### config.mk
export PLATFORM = sky130hd
export DESIGN_NAME = lhb_mul
export DESIGN_NICKNAME = d
export VERILOG_FILES = /design/src/rtl/lhb_pkg.sv /design/src/rtl/lhb_mul.sv
export SDC_FILE = /design/constraint.sdc
export NUM_CORES = 2
export LEC_CHECK = 0
export BUFFER_PORTS_ARGS = -buffer_cell sky130_fd_sc_hd__buf_2
export CAP_MARGIN = 25
export CORE_ASPECT_RATIO = 0.8
export CORE_UTILIZATION = 29
export DETAILED_ROUTE_END_ITERATION = 10
export PLACE_DENSITY = 0.5
export SYNTH_ARGS = -nofsm -noshare
export SYNTH_HDL_FRONTEND = slang
export SYNTH_SLANG_ARGS = --single-unit
### constraint.sdc
create_clock -name clk -period 16.8 [get_ports clk]
set_clock_uncertainty 0.1 [all_clocks]
set_input_delay 3.36 -clock clk [delete_from_list [all_inputs] [get_ports clk]]
set_output_delay 3.36 -clock clk [all_outputs]
set_load 0.005 [all_outputs]
### src/rtl/lhb_pkg.sv
// ----------------------------------------------------------------------------
// lhb_pkg
// Shared types and constants of the hierarchical Lagrange basis evaluator.
// ----------------------------------------------------------------------------
package lhb_pkg;

  localparam int IDX_W  = 6;    // table index and order
  localparam int VAL_W  = 32;   // Q2.30 node and point
  localparam int OUT_W  = 48;   // Q16.32 result
  localparam int MAG_W  = 47;   // running magnitude
  localparam int DIFF_W = 33;   // Q3.30 difference magnitude
  localparam int QUO_W  = 65;   // Q.32 quotient magnitude
  localparam int SUM_W  = 112;  // full product of magnitude and quotient
  localparam int FRAC_W = 32;

  localparam logic [MAG_W-1:0] ONE_Q32 = MAG_W'(64'h1_0000_0000);
  localparam logic [MAG_W-1:0] MAX_MAG = {MAG_W{1'b1}};

  typedef enum logic {
    CMD_LOAD = 1'b0,
    CMD_EVAL = 1'b1
  } cmd_t;

  typedef enum logic [1:0] {
    ST_OK       = 2'd0,
    ST_SAT      = 2'd1,
    ST_ZERO_DEN = 2'd2
  } status_t;

  typedef struct packed {
    logic [MAG_W-1:0] mag;
    logic             sat;
  } mul_res_t;

endpackage

### src/rtl/lhb_mul.sv
// ----------------------------------------------------------------------------
// lhb_mul
// Magnitude times quotient through one 32x32 multiplier over four partial
// products, then shift by 32 and clamp to the Q16.32 range.
// ----------------------------------------------------------------------------
module lhb_mul (
  input  logic                       clk,
  input  logic                       rst,
  input  logic                       start,
  input  logic [lhb_pkg::MAG_W-1:0]  a,
  input  logic [lhb_pkg::QUO_W-1:0]  b,
  output logic                       done,
  output lhb_pkg::mul_res_t          res
);

  typedef enum logic [1:0] {
    SH_0  = 2'd0,
    SH_32 = 2'd1,
    SH_64 = 2'd2
  } shift_t;

  localparam int SAT_B = lhb_pkg::MAG_W + lhb_pkg::FRAC_W;

  logic [lhb_pkg::MAG_W-1:0] a_reg;
  logic [lhb_pkg::QUO_W-1:0] b_reg;
  logic [2:0]                cnt;
  logic                      busy;
  logic [63:0]               prod;
  shift_t                    psel;
  logic                      pvalid;
  logic [lhb_pkg::SUM_W-1:0] sum;
  logic [31:0]               opa;
  logic [31:0]               opb;
  shift_t                    sel;
  logic [lhb_pkg::SUM_W-1:0] addend;

  always_comb begin
    case (cnt[1:0])
      2'd0: begin
        opa = a_reg[31:0];
        opb = b_reg[31:0];
        sel = SH_0;
      end
      2'd1: begin
        opa = a_reg[31:0];
        opb = b_reg[63:32];
        sel = SH_32;
      end
      2'd2: begin
        opa = 32'(a_reg[lhb_pkg::MAG_W-1:32]);
        opb = b_reg[31:0];
        sel = SH_32;
      end
      default: begin
        opa = 32'(a_reg[lhb_pkg::MAG_W-1:32]);
        opb = b_reg[63:32];
        sel = SH_64;
      end
    endcase
  end

  always_comb begin
    case (psel)
      SH_0:    addend = {48'd0, prod};
      SH_32:   addend = {16'd0, prod, 32'd0};
      default: addend = {prod[47:0], 64'd0};
    endcase
  end

  always_ff @(posedge clk) begin
    if (rst) begin
      busy   <= 1'b0;
      pvalid <= 1'b0;
      done   <= 1'b0;
      cnt    <= '0;
    end else begin
      done <= 1'b0;
      if (start) begin
        busy   <= 1'b1;
        pvalid <= 1'b0;
        cnt    <= '0;
      end else if (busy) begin
        if (!cnt[2]) begin
          pvalid <= 1'b1;
          cnt    <= cnt + 1'b1;
        end else begin
          pvalid <= 1'b0;
          busy   <= 1'b0;
          done   <= 1'b1;
        end
      end
    end
  end

  always_ff @(posedge clk) begin
    if (start) begin
      a_reg <= a;
      b_reg <= b;
      sum   <= b[lhb_pkg::QUO_W-1] ? {1'b0, a, 64'd0} : '0;
    end else begin
      if (busy && !cnt[2]) begin
        prod <= opa * opb;
        psel <= sel;
      end
      if (pvalid) begin
        sum <= sum + addend;
      end
    end
  end

  always_comb begin
    res.sat = |sum[lhb_pkg::SUM_W-1:SAT_B];
    res.mag = res.sat ? lhb_pkg::MAX_MAG : sum[SAT_B-1:lhb_pkg::FRAC_W];
  end

endmodule

==> flow_summary.ini <==
[die]
fp-row-count = 137
core_um2 = 175000
die_height_um = 377
dieArea_um2 = 178000
top_level_ports = 164
initial_core_utilization_pct = 29.3
die_width_um = 471

[worst_setup_path]
cp_max_stage_cell = sky130_fd_sc_hd__buf_4
timing.critical_path.mode_cell = sky130_fd_sc_hd__fa_1
cp_data_required_time_ns = 17.10
cp_top_family = adder cells
critical_path.max_stage_delay_ns = 0.77
critPathKind = register to register
kind_of_capture_point_of_the_worst_setup_path = register
crit_fanout = 47
crit_path_start_kind = register
data_arrival_time_of_the_critical_path_ns = 11.05
cp_num_buf_inv = 8

[timing]
finalMaxSlewViolations = 0
timing_hold_violations_final = 0
fmaxAchievable_mhz = 93.0
finalSetupViolations = 0
rsz0062_at_grt = false
crit_path_time_final_ns = 10.75
worst_slew_pin_slew_ns = 1.12
layout_worst_path_cycle_share_pct = 64.0
final_critical_path_setup_slack_ns = 6.05
worst_hold_slack_ns = 0.408
setup_total_negative_slack_ns = 0
timing.slew.headroom_pct = 25.2

[yosys]
yosys_register_bits = 295
synthArstFlopShare_pct = 0
synthesis.nets = 7010
netlist_instances = 5620
ys_seq_area_share_pct = 17.2
synth_top_flop_cell = sky130_fd_sc_hd__edfxtp_1
synth_area_um2 = 51100
yosys_warnings = 0
postSynthAreaPerCell_um2 = 9.08
synth-edff-count = 289
synth_cell_types = 85

[global_route]
grt_pass1_vias = 41900
global_route.overflow_total = 0
largest_net_degree_at_the_start_of_global_routing = 64
globalRouteTotalUtil_pct = 22.2
antenna_found_initial = 20
global_route_wire_length_before_repair_mm = 288

[placed_design]
dpl_worst_slack_ns = 5.91
dpl.cell_count = 7914
routabilityCongestion = 0.945
port_buffers = 163
detailed_place_hpwl_mm = 160

[route]
detail_route.wl_per_cell_um = 24.7
via_total_after_detailed_routing = 41000
postRouteWirelength_mm = 198
routed_via_density = 5.13
drt.antenna.violating_nets = 0
firstDrtPassIters = 5
drcViolationCount = 0
first_iter_violations = 3755

[finish]
finish.cell_count_without_fillers = 7999
layout_cells_sized_above_1_pct = 7.86
finalNetCount = 7057
flow.area_growth_from_synthesis_pct = 10.3
layout.cells.most_common_list = 897 x sky130_fd_sc_hd__fa_1, 883 x sky130_fd_sc_hd__inv_1, 820 x sky130_fd_sc_hd__nor2_1
number_of_flip_flops_in_the_largest_register = 112
layout.cells.most_common = sky130_fd_sc_hd__fa_1

[clock_tree]
postCtsHoldBufs = 0
clock_latency_late_sink_ns = 0.65
cts_resized = 0
post-cts-setup-buffer-count = 0
clock_tree_from_tritoncts = yes
cts_root_buffer = sky130_fd_sc_hd__clkbuf_16
cts-buffers-inserted = 42
cts_max_level = 2
max-clock-path-buffers = 3
numClockSinks = 295
worst_setup_hold_path_clk_slew_ns = 0.06

[run]
max_capacitance_violation_total = 0

[status]
outcome = finished, final reports clean

[min_path]
hold_class = register to register
layout make-up:
type,instances,area [µm²]
fill,18300,118000
multi-input combinational,4175,38100
sequential,295,8800
inverter,883,3310
tap,2293,2870
timing repair buffer,270,1670
clock buffer,47,1070
clock inverter,31,412
antenna,5,12.5
synth_stat cells, drive strengths merged, types with 4 or more instances:
library cell  instances  area, µm²
nor4                 12       75.1
and4                  6       55.1
a22o                 33        289
or2                  14       87.6
nor2b                15       93.8
and2                 75        469
o211ai               11       82.6
mux2i                81        811
a31oi                22        138
or3                  12       80.1
a31o                  4       35.0
a211oi               16        120
xor2                 68        596
inv                 883       3310
and3                 14       87.6
edfxtp              289       8680
nand3                20        100
o2111ai               4       41.3
nor3                 33        165
dfxtp                 6        120
mux2                 31        349
a21o                 91        683
o21bai               45        338
o21a                 16        120
fa                  897      18000
a21oi               247       1250
clkbuf              245        921
xnor2                97        850
o31ai                13        113
o21ai               193        966
nand2               703       2650
buf                  22       95.1
o31a                  6       52.6
nand4                59        369
a21boi               10       75.1
nor2                823       3090
ha                  378       4730
nor3b                 4       30.0
nand2b               67        419
per-layer routing:
| layer | global-route usage, % | wire (µm) | share of wire (%) |
|---|---|---|---|
| met1 | 30.8 | 85700 | 43 |
| met2 | 34.2 | 87300 | 44 |
| met3 | 4.97 | 17600 | 8.9 |
| met4 | 7.34 | 7130 | 3.6 |
| met5 | 0.163 | 71 | 0.036 |
cells by family (layout without fill, tap and decap cells):
kind of cell               after synthesis  in the layout  share of synthesized area, %
AOI/OAI and AO/OA                      754            754                          9.31
other                                    0              5                             0
and+or+nand+nor                       1869           1869                          15.4
adders and majority gates             1275           1275                          44.4
DFF                                    295            295                          17.2
muxes                                  112            112                          2.27
xor gates and xnor gates               165            165                          2.83
buffers and inverters                 1150           1231                          8.48
metrics by stage:
step / cell area (µm²) / util (%)
final: 56300 / 32.3
after floorplan: 51100 / -
after detailed placement: 54800 / 31.4
after global placement: 54700 / 31.4
after global routing: 56300 / 32.3
after CTS: 56200 / 32.2
worst register-to-register path: cells and delay by family, from the launching register on:
family,cells,cell delay (ns)
AOI/OAI and AO/OA,10,2.79
adders and majority gates,10,4.67
xor gates and xnor gates,1,0.08
buffers and inverters,8,1.94
and+or+nand+nor,2,0.23
muxes,1,0.29
DFF,1,0.39
final timing paths:
| path | start | end | slack, ns | cells past startpoint |
|---|---|---|---|---|
| setup / recovery | cnt[0] | prod[59] | 6.05 | 32 |
| hold / removal | cnt[2] | cnt[2] | 0.41 | 2 |
| setup reg to reg | cnt[0] | prod[59] | 6.05 | 32 |
| hold reg to reg | cnt[2] | cnt[2] | 0.41 | 2 |
Power is not shown: default switching activity piles up to over one toggle a cycle in this logic, so the estimate is an artifact.
