## src/rtl/lhb_pkg.sv

```systemverilog
// ----------------------------------------------------------------------------
// lhb_pkg
// Shared types and constants of the hierarchical Lagrange basis evaluator.
// ----------------------------------------------------------------------------
package lhb_pkg;

  localparam int IDX_W  = 6;    // table index and order
  localparam int VAL_W  = 32;   // Q2.30 node and point
  localparam int OUT_W  = 48;   // Q16.32 result
  localparam int MAG_W  = 47;   // running magnitude
  localparam int DIFF_W = 33;   // Q3.30 difference magnitude
  localparam int QUO_W  = 65;   // Q.32 quotient magnitude
  localparam int SUM_W  = 112;  // full product of magnitude and quotient
  localparam int FRAC_W = 32;

  localparam logic [MAG_W-1:0] ONE_Q32 = MAG_W'(64'h1_0000_0000);
  localparam logic [MAG_W-1:0] MAX_MAG = {MAG_W{1'b1}};

  typedef enum logic {
    CMD_LOAD = 1'b0,
    CMD_EVAL = 1'b1
  } cmd_t;

  typedef enum logic [1:0] {
    ST_OK       = 2'd0,
    ST_SAT      = 2'd1,
    ST_ZERO_DEN = 2'd2
  } status_t;

  typedef struct packed {
    logic [MAG_W-1:0] mag;
    logic             sat;
  } mul_res_t;

endpackage

```

## src/rtl/lhb_div.sv

```systemverilog
// ----------------------------------------------------------------------------
// lhb_div
// Restoring divider, one quotient bit per cycle: floor(num * 2^32 / den).
// ----------------------------------------------------------------------------
module lhb_div (
  input  logic                          clk,
  input  logic                          rst,
  input  logic                          start,
  input  logic [lhb_pkg::DIFF_W-1:0]    num,
  input  logic [lhb_pkg::DIFF_W-1:0]    den,
  output logic                          done,
  output logic [lhb_pkg::QUO_W-1:0]     quotient
);

  localparam int CNT_W = $clog2(lhb_pkg::QUO_W);

  logic [lhb_pkg::QUO_W-1:0]  dvd;
  logic [lhb_pkg::DIFF_W-1:0] den_reg;
  logic [lhb_pkg::DIFF_W-1:0] rem;
  logic [CNT_W-1:0]           cnt;
  logic                       busy;
  logic [lhb_pkg::DIFF_W:0]   trial;
  logic [lhb_pkg::DIFF_W:0]   diff;
  logic                       take;

  assign trial = {rem, dvd[lhb_pkg::QUO_W-1]};
  assign take  = trial >= {1'b0, den_reg};
  assign diff  = trial - {1'b0, den_reg};

  always_ff @(posedge clk) begin
    if (rst) begin
      busy <= 1'b0;
      done <= 1'b0;
      cnt  <= '0;
    end else begin
      done <= 1'b0;
      if (start) begin
        busy <= 1'b1;
        cnt  <= '0;
      end else if (busy) begin
        cnt <= cnt + 1'b1;
        if (cnt == CNT_W'(lhb_pkg::QUO_W - 1)) begin
          busy <= 1'b0;
          done <= 1'b1;
        end
      end
    end
  end

  always_ff @(posedge clk) begin
    if (start) begin
      dvd     <= {num, {lhb_pkg::FRAC_W{1'b0}}};
      den_reg <= den;
      rem     <= '0;
    end else if (busy) begin
      rem <= take ? diff[lhb_pkg::DIFF_W-1:0] : trial[lhb_pkg::DIFF_W-1:0];
      dvd <= {dvd[lhb_pkg::QUO_W-2:0], take};
    end
  end

  assign quotient = dvd;

endmodule

```

## config.mk

```make
export PLATFORM = sky130hd
export DESIGN_NAME = lhb_div
export DESIGN_NICKNAME = d
export VERILOG_FILES = /design/src/rtl/lhb_pkg.sv /design/src/rtl/lhb_div.sv
export SDC_FILE = /design/constraint.sdc
export NUM_CORES = 1
export LEC_CHECK = 0
export BUFFER_PORTS_ARGS = -buffer_cell sky130_fd_sc_hd__clkbuf_2
export CELL_PAD_IN_SITES_DETAIL_PLACEMENT = 1
export CELL_PAD_IN_SITES_GLOBAL_PLACEMENT = 1
export CORE_MARGIN = 5
export CORE_UTILIZATION = 48
export CTS_BUF_LIST = sky130_fd_sc_hd__clkbuf_4
export CTS_CLUSTER_SIZE = 25
export DETAILED_ROUTE_END_ITERATION = 6
export PLACE_DENSITY_LB_ADDON = 0.1
export SYNTH_ARGS = -nofsm -noshare
export SYNTH_HDL_FRONTEND = slang
export SYNTH_SLANG_ARGS = --single-unit
```

## constraint.sdc

```tcl
create_clock -name clk -period 4.75 [get_ports clk]
set_input_delay 0.7125 -clock clk [delete_from_list [all_inputs] [get_ports clk]]
set_output_delay 0.7125 -clock clk [all_outputs]
set_load 0.02 [all_outputs]
```

==> results of run 1 <==
-- layer usage --
metal,wire (um),vias up,track usage
met5,16,-,0
met4,214,2,0.0526
met3,1010,18,0.0634
met2,9080,117,0.360
met1,8210,2924,0.260
li1,-,2891,-
-- where the power goes --
| part | switching [uW] | internal, uW | total [uW] | leakage [uW] |
|---|---|---|---|---|
| Sequential | 45.4 | 1340 | 1390 | 0.00127 |
| Clock | 478 | 323 | 801 | 0.000167 |
| Combinational | 329 | 215 | 544 | 0.00224 |
-- area by class of cell --
class | instances | area, sq um
multi-input cells | 505 | 3460
well taps | 188 | 235
diodes | 1 | 2.50
repair buffers | 139 | 711
clock inverters | 15 | 155
inverters | 47 | 176
flip-flops and latches | 140 | 3470
clock buffers | 17 | 128
fillers | 1699 | 6700
-- worst reg2reg max path: cells and delay by family (launching register included) --
kind | cells | cell delay (ps)
AOI/OAI and AO/OA | 7 | 2010
adders and majority gates | 2 | 570
buffers and inverters | 2 | 160
DFF | 1 | 410
and+or+nand+nor | 1 | 290
-- through the flow --
step                utilization  instances  area (sq um)
global placement          0.536       1019          8050
detailed placement        0.536       1019          8050
CTS                       0.554       1051          8330
finish                    0.555       1052          8340
floorplan                     -        732          7280
global route              0.555       1052          8340
-- cell families (layout without fill, tap and decap cells) --
group	after synthesis	after routing	share of synthesized area
other	0	1	0
xor gates and xnor gates	32	32	0.0385
muxes	33	33	0.0456
and+or+nand+nor	217	217	0.134
AOI/OAI and AO/OA	187	187	0.194
buffers and inverters	87	218	0.0488
DFF	140	140	0.476
adders and majority gates	36	36	0.0629
-- final timing paths --
check                             startpoint     endpoint  slack, ps  depth (start not counted)
worst max-delay path            quotient[64]       rem[2]       1200                         12
worst min-delay path                 den[18]  den_reg[18]        310                          1
worst max register to register  quotient[64]       rem[2]       1200                         12
worst min register to register        rem[3]       rem[3]        510                          2
-- cells in the mapped netlist (3+ instances only) --
master    number  share of area
a311o_1        4         0.0055
a31oi_1        4         0.0034
nor2_1        80          0.041
a41oi_1        4         0.0048
nand3_1       11         0.0076
xnor2_1       20          0.024
a311oi_1      12          0.014
nor4b_1        3         0.0036
a22o_1        32          0.039
nand2_1       77          0.040
buf_2          5         0.0034
mux2i_1       32          0.044
or2_2          3         0.0026
and3_1        10         0.0086
nor3_1         4         0.0028
or3_1          3         0.0026
clkbuf_1      26          0.013
dfxtp_1       74           0.20
nand2b_1       5         0.0043
nand4_1        5         0.0043
edfxtp_1      66           0.27
and2_1         4         0.0034
a311oi_2      10          0.021
a21o_1        14          0.014
a21oi_1       43          0.030
xor2_1        12          0.014
inv_1         47          0.024
o21bai_1       3         0.0031
o21ai_0       25          0.017
buf_1          5         0.0026
a211oi_1       5         0.0052
a211o_1        5         0.0060
ha_1          35          0.060
==> impl_metrics.prom, run 1 <==
# TYPE chip_impl_metric gauge
chip_impl_info{name="status",value="finished clean"} 1
chip_impl_info{name="layout_commonest_cell",value="clkbuf_2"} 1
chip_impl_metric{name="timing.final.max_slew_violations",unit=""} 0
chip_impl_metric{name="core_region_area",unit="sq mm"} 0.0150
chip_impl_info{name="critical_path.cell_chain",value="inv_1, ha_1, inv_1, fa_1, a21oi_1, o211ai_1, a21oi_2, o22ai_2, a211o_1, a31o_2, and3_1, a311o_1"} 1
chip_impl_metric{name="drt_first_pass_iters",unit=""} 4
chip_impl_info{name="clock_tree.root_cell",value="clkbuf_4"} 1
chip_impl_metric{name="port_buffers",unit=""} 134
chip_impl_metric{name="die_height",unit="um"} 133
chip_impl_metric{name="post_cts.repair.setup_buffers",unit=""} 0
chip_impl_metric{name="syn_nets",unit=""} 837
chip_impl_metric{name="max_freq",unit="MHz"} 282
chip_impl_metric{name="antenna_left",unit=""} 0
chip_impl_info{name="worstHoldPathType",value="in -> reg"} 1
chip_impl_info{name="critical_path.startpoint_type",value="register"} 1
chip_impl_metric{name="totalPowerFinal",unit="uW"} 2730
chip_impl_metric{name="detail_route.wirelength",unit="um"} 18500
chip_impl_metric{name="max_cap_viol_count",unit=""} 0
chip_impl_metric{name="dr_total_vias",unit=""} 5952
chip_impl_metric{name="worst-endpoint-arrival",unit="ps"} 4010
chip_impl_metric{name="drcViolationCount",unit=""} 0
chip_impl_metric{name="wl_per_cell",unit="um"} 17.6
chip_impl_info{name="worstSetupEndpointType",value="register"} 1
chip_impl_metric{name="dp_worst_setup_slack",unit="ps"} 1190
chip_impl_metric{name="clk_pin_slew_worst_paths",unit="ps"} 130
chip_impl_metric{name="clkLatencyLatePin",unit="ps"} 570
chip_impl_metric{name="overflow",unit=""} 0
chip_impl_info{name="synthFlopType",value="dfxtp_1"} 1
chip_impl_metric{name="post_cts_resize_count",unit=""} 0
chip_impl_metric{name="critPathMaxStageDelay",unit="ps"} 490
chip_impl_metric{name="max_slew_margin",unit=""} 0.367
chip_impl_metric{name="dieArea",unit="sq mm"} 0.0177
chip_impl_metric{name="critPathMaxFanout",unit=""} 34
chip_impl_metric{name="floorplan.rows",unit=""} 45
chip_impl_metric{name="timing.final.crit_share",unit=""} 0.747
chip_impl_metric{name="largest_reg_flops",unit=""} 65
chip_impl_metric{name="hold_fix_buffers_at_cts",unit=""} 0
chip_impl_metric{name="grt_start_max_net_pins",unit=""} 79
chip_impl_metric{name="final_hold_violation_count",unit=""} 0
chip_impl_metric{name="grt_antenna_before_repair",unit=""} 2
chip_impl_metric{name="post_synth.cell_area_avg",unit="sq um"} 9.94
chip_impl_metric{name="timing.critical_path.buf_inv",unit=""} 2
chip_impl_metric{name="finish.net_count",unit=""} 955
chip_impl_metric{name="irDropWorstVdd",unit="mV"} 0.190
chip_impl_metric{name="htreeDepth",unit=""} 4
chip_impl_metric{name="cts.sinks",unit=""} 140
chip_impl_info{name="crit_top_cell",value="inv_1"} 1
chip_impl_metric{name="synth-edff-count",unit=""} 66
chip_impl_info{name="grt_setup_unrepaired",value="false"} 1
chip_impl_metric{name="total_leakage_power",unit="uW"} 0.00368
chip_impl_metric{name="ys_async_sr_fraction",unit=""} 0
chip_impl_metric{name="tns",unit="ps"} 0
chip_impl_metric{name="seq_area_frac_synth",unit=""} 0.476
chip_impl_metric{name="cp_data_required_time",unit="ps"} 5210
chip_impl_metric{name="detail_route.iter0.violations",unit=""} 294
chip_impl_metric{name="clock_skew",unit="ps"} 27.0
chip_impl_metric{name="tritoncts.num_buffers",unit=""} 17
chip_impl_metric{name="post-dp-hpwl",unit="um"} 13400
chip_impl_metric{name="ys.warnings.count",unit=""} 0
chip_impl_info{name="tritoncts",value="yes"} 1
chip_impl_metric{name="period_needed",unit="ps"} 3550
chip_impl_metric{name="num_io_pins",unit=""} 135
chip_impl_info{name="cpMaxStageDelayCell",value="a31o_2"} 1
chip_impl_info{name="critical_path.top_delay_family",value="compound AO/OA/AOI/OAI gates"} 1
chip_impl_metric{name="worst-slew-pin-transition",unit="ps"} 950
chip_impl_metric{name="areaGrowthSynthToFinish",unit="%"} 14.5
chip_impl_metric{name="grt_first_pass_wirelength",unit="um"} 30500
chip_impl_metric{name="drt-vias-per-instance",unit=""} 5.66
chip_impl_info{name="most-common-layout-cells",value="133 x clkbuf_2, 79 x nor2_1, 77 x nand2_1"} 1
chip_impl_metric{name="ctsLongestPathBuffers",unit=""} 2
chip_impl_metric{name="ys_seq_elements",unit=""} 140
chip_impl_metric{name="final.hold.worst_slack",unit="ps"} 309
chip_impl_metric{name="power.density_cell_area",unit="mW/mm^2"} 328
chip_impl_metric{name="gp_congestion",unit=""} 0.878
chip_impl_metric{name="synth.cell_area",unit="sq mm"} 0.00728
chip_impl_metric{name="die_w",unit="um"} 133
chip_impl_metric{name="vias_in_the_first_global_route",unit=""} 6132
chip_impl_metric{name="initial_core_util",unit=""} 0.484
chip_impl_metric{name="grtUsageTotal",unit=""} 0.210
chip_impl_metric{name="worst_case_setup_margin_in_the_final_layout",unit="ps"} 1200
chip_impl_metric{name="postSynthCellCount",unit=""} 732
chip_impl_metric{name="share_of_final_layout_standard_cells_stronger_than_drive_strength_1",unit=""} 0.228
chip_impl_metric{name="netlist-cell-type-count",unit=""} 66
chip_impl_info{name="path_class",value="reg -> reg"} 1
chip_impl_metric{name="report.final.setup_viol",unit=""} 0
Note: power is estimated with default switching activity, not from simulation.
==> inputs of run 2 (changes only) <==
ABC_AREA = 1   (was unset)
CORE_UTILIZATION = 38   (was 48)
clock period = 3 ns   (was 4.75 ns; I/O delays follow)
==> run 2 against run 1 <==
  * Sequential share of layout area fell by 4.6 points
  * Largest power group unchanged
  * Core utilization is 9.7 points lower
  * Area after synthesis is 9.1% higher
  * Global-route usage is 1.1 points lower
  * Final cell count increased by 43%
  * Maximum frequency increased by 42%
  * Clock-buffer cell count rose by 1
  * Highest routed layer unchanged
  * Combinational power down 6.8%
  * Setup slack got worse by 710 ps
  * Sequential cell count is the same
==> impl_metrics.prom, run 2 <==
# TYPE chip_impl_metric gauge
chip_impl_metric{name="grt_start_max_net_pins",unit=""} 49
chip_impl_info{name="synthFlopType",value="dfxtp_1"} 1
chip_impl_metric{name="post-dp-hpwl",unit="um"} 17700
chip_impl_metric{name="period_needed",unit="ps"} 2500
chip_impl_metric{name="dr_total_vias",unit=""} 7263
chip_impl_metric{name="max_cap_viol_count",unit=""} 0
chip_impl_metric{name="largest_reg_flops",unit=""} 65
chip_impl_metric{name="areaGrowthSynthToFinish",unit="%"} 17.8
chip_impl_metric{name="critPathMaxStageDelay",unit="ps"} 440
chip_impl_metric{name="max_slew_margin",unit=""} 0.659
chip_impl_metric{name="grt_antenna_before_repair",unit=""} 2
chip_impl_metric{name="synth_top_area_frac",unit=""} 0.249
chip_impl_info{name="most-common-layout-cells",value="381 x nand2_1, 206 x inv_1, 133 x clkbuf_2"} 1
chip_impl_metric{name="wl_per_cell",unit="um"} 15.6
chip_impl_metric{name="hold-path-cell-count",unit=""} 1
chip_impl_metric{name="critPathMaxFanout",unit=""} 22
chip_impl_metric{name="clkLatencyLatePin",unit="ps"} 560
chip_impl_info{name="hold_end",value="den_reg[20]"} 1
chip_impl_metric{name="synth-edff-count",unit=""} 66
chip_impl_metric{name="die_w",unit="um"} 155
chip_impl_metric{name="max_freq",unit="MHz"} 399
chip_impl_metric{name="r2r_setup_slack",unit="ps"} 500
chip_impl_metric{name="drcViolationCount",unit=""} 0
chip_impl_metric{name="timing.final.max_slew_violations",unit=""} 0
chip_impl_info{name="critical_path.startpoint_type",value="register"} 1
chip_impl_metric{name="drt-vias-per-instance",unit=""} 4.84
chip_impl_metric{name="antenna_left",unit=""} 0
chip_impl_metric{name="syn_nets",unit=""} 1175
chip_impl_metric{name="ctsLongestPathBuffers",unit=""} 2
chip_impl_metric{name="power.density_cell_area",unit="mW/mm^2"} 436
chip_impl_metric{name="finish.net_count",unit=""} 1322
chip_impl_info{name="crit-reg2reg-capture",value="rem[26]"} 1
chip_impl_metric{name="num_io_pins",unit=""} 135
chip_impl_metric{name="post-place-cells",unit=""} 1456
chip_impl_metric{name="vias_in_the_first_global_route",unit=""} 7539
chip_impl_metric{name="grtUsageTotal",unit=""} 0.199
chip_impl_metric{name="overflow",unit=""} 0
chip_impl_metric{name="post_synth.cell_area_avg",unit="sq um"} 7.42
chip_impl_metric{name="post_cts.repair.setup_buffers",unit=""} 0
chip_impl_metric{name="tritoncts.num_buffers",unit=""} 17
chip_impl_info{name="clock_tree.root_cell",value="clkbuf_4"} 1
chip_impl_metric{name="final_hold_violation_count",unit=""} 0
chip_impl_metric{name="cp_data_required_time",unit="ps"} 3470
chip_impl_info{name="crit_top_cell",value="nand2_2"} 1
chip_impl_info{name="synth_top_cells_by_count",value="381 x nand2_1, 207 x inv_1, 74 x dfxtp_1"} 1
chip_impl_metric{name="clock_skew",unit="ps"} 21.0
chip_impl_info{name="critical_path.cell_chain",value="inv_1, ha_1, inv_1, fa_1, nand3_1, nand3_2, nand2_2, nand2_2, nand2_2, nand2_4, nand2_2, nand2_1, nand2_1, nand2_1"} 1
chip_impl_metric{name="ys_seq_elements",unit=""} 140
chip_impl_metric{name="gp_congestion",unit=""} 0.866
chip_impl_metric{name="detail_route.wirelength",unit="um"} 23500
chip_impl_metric{name="finish.cell_count_without_fillers",unit=""} 1501
chip_impl_metric{name="netlist-cell-type-count",unit=""} 34
chip_impl_metric{name="synth.cell_area",unit="sq mm"} 0.00794
chip_impl_info{name="critical_path.reg2reg.startpoint",value="quotient[64]"} 1
chip_impl_metric{name="seq_area_frac_synth",unit=""} 0.436
chip_impl_metric{name="core_region_area",unit="sq mm"} 0.0204
chip_impl_metric{name="worst-endpoint-arrival",unit="ps"} 2970
chip_impl_metric{name="share_of_final_layout_standard_cells_stronger_than_drive_strength_1",unit=""} 0.157
chip_impl_metric{name="ys_async_sr_fraction",unit=""} 0
chip_impl_info{name="grt_setup_unrepaired",value="false"} 1
chip_impl_metric{name="dieArea",unit="sq mm"} 0.0239
chip_impl_info{name="synth_top_cell_by_area",value="edfxtp_1"} 1
chip_impl_info{name="status",value="finished clean"} 1
chip_impl_info{name="yosys.cell_count.top_type",value="nand2_1"} 1
chip_impl_metric{name="clk_pin_slew_worst_paths",unit="ps"} 140
chip_impl_info{name="worstHoldPathType",value="in -> reg"} 1
chip_impl_metric{name="report.final.setup_viol",unit=""} 0
chip_impl_metric{name="worst-slew-pin-transition",unit="ps"} 511
chip_impl_metric{name="initial_core_util",unit=""} 0.389
chip_impl_metric{name="postSynthCellCount",unit=""} 1070
chip_impl_info{name="worstSetupEndpointType",value="register"} 1
chip_impl_metric{name="drt_first_pass_iters",unit=""} 5
chip_impl_metric{name="tns",unit="ps"} 0
chip_impl_info{name="synth.top_cells.by_area",value="edfxtp_1 25%, dfxtp_1 19%, nand2_1 18%"} 1
chip_impl_metric{name="irDropWorstVdd",unit="mV"} 0.272
chip_impl_info{name="hold_path.startpoint",value="den[20]"} 1
chip_impl_info{name="tritoncts",value="yes"} 1
chip_impl_metric{name="total_leakage_power",unit="uW"} 0.00490
chip_impl_metric{name="port_buffers",unit=""} 134
chip_impl_metric{name="ys.warnings.count",unit=""} 0
chip_impl_metric{name="htreeDepth",unit=""} 4
chip_impl_metric{name="detail_route.iter0.violations",unit=""} 304
chip_impl_metric{name="grt_first_pass_wirelength",unit="um"} 38300
chip_impl_info{name="cpMaxStageDelayCell",value="fa_1"} 1
chip_impl_metric{name="timing.final.crit_share",unit=""} 0.834
chip_impl_metric{name="floorplan.rows",unit=""} 52
chip_impl_metric{name="cts.sinks",unit=""} 140
chip_impl_metric{name="reg2regPathDepth",unit=""} 14
chip_impl_info{name="path_class",value="reg -> reg"} 1
chip_impl_metric{name="die_height",unit="um"} 155
chip_impl_info{name="layout_commonest_cell",value="nand2_1"} 1
## run 2: routing by layer
metal  vias up  wire length [um]  GRT usage
met5         -                13          0
met4         2               146     0.0353
met3        11              1200     0.0553
met2       127             11100      0.336
met1      3442             11000      0.258
li1       3681                 -          -
## run 2: how the worst max path moves through the flow
stage | to | from | slack (ps)
finish | rem[26] | quotient[64] | 500
global route | rem[28] | quotient[64] | 250
CTS | rem[26] | quotient[64] | 460
detailed placement | rem[26] | quotient[64] | 480
global placement | rem[32] | quotient[64] | 540
floorplan | quotient[32] | start | 470
## run 2: timing repair
item                                   CTS  global route
resized for setup                        0             0
endpoints found under the hold margin   10             2
hold buffers                            10             2
## run 2: area by class of cell
cell class,instances,area [sq um]
Multi-Input combinational cell,695,3580
Tap cell,270,338
Inverter,207,777
Clock inverter,14,184
Antenna cell,1,2.50
Clock buffer,18,135
Sequential cell,140,3460
Fill cell,2654,11100
Timing Repair Buffer,156,878
## run 2: metrics by stage
step	total power, uW	utilization	worst slack [ps]	area [sq um]	hold slack [ps]
floorplan	2480	-	474	7940	426
global placement	2670	0.436	544	8920	437
detailed placement	2670	0.436	476	8920	442
CTS	4140	0.457	459	9340	1.40
global route	4290	0.458	248	9360	0.894
finish	4080	0.458	497	9360	64.8
## run 2: power breakdown
part	total [uW]	leakage [uW]	switching (uW)	internal (uW)
combinational	507	0.00345	327	181
clock	1440	0.000178	827	614
sequential	2130	0.00127	38.6	2090
## run 2: worst max-delay path, delay by kind of cell (launching register included)
kind | cells | cell delay (ps)
buf+inv | 2 | 160
flops | 1 | 410
fa+ha+maj | 2 | 580
simple gates | 10 | 1270
## run 2: cell families after synthesis
| group | share of synthesized area |
|---|---|
| buffers and inverters | 0.115 |
| AO/OA/AOI/OAI | 0.0805 |
| AND/OR/NAND/NOR | 0.295 |
| flip-flops | 0.436 |
| adder cells (fa/ha/maj) | 0.0576 |
| XOR/XNOR | 0.0165 |
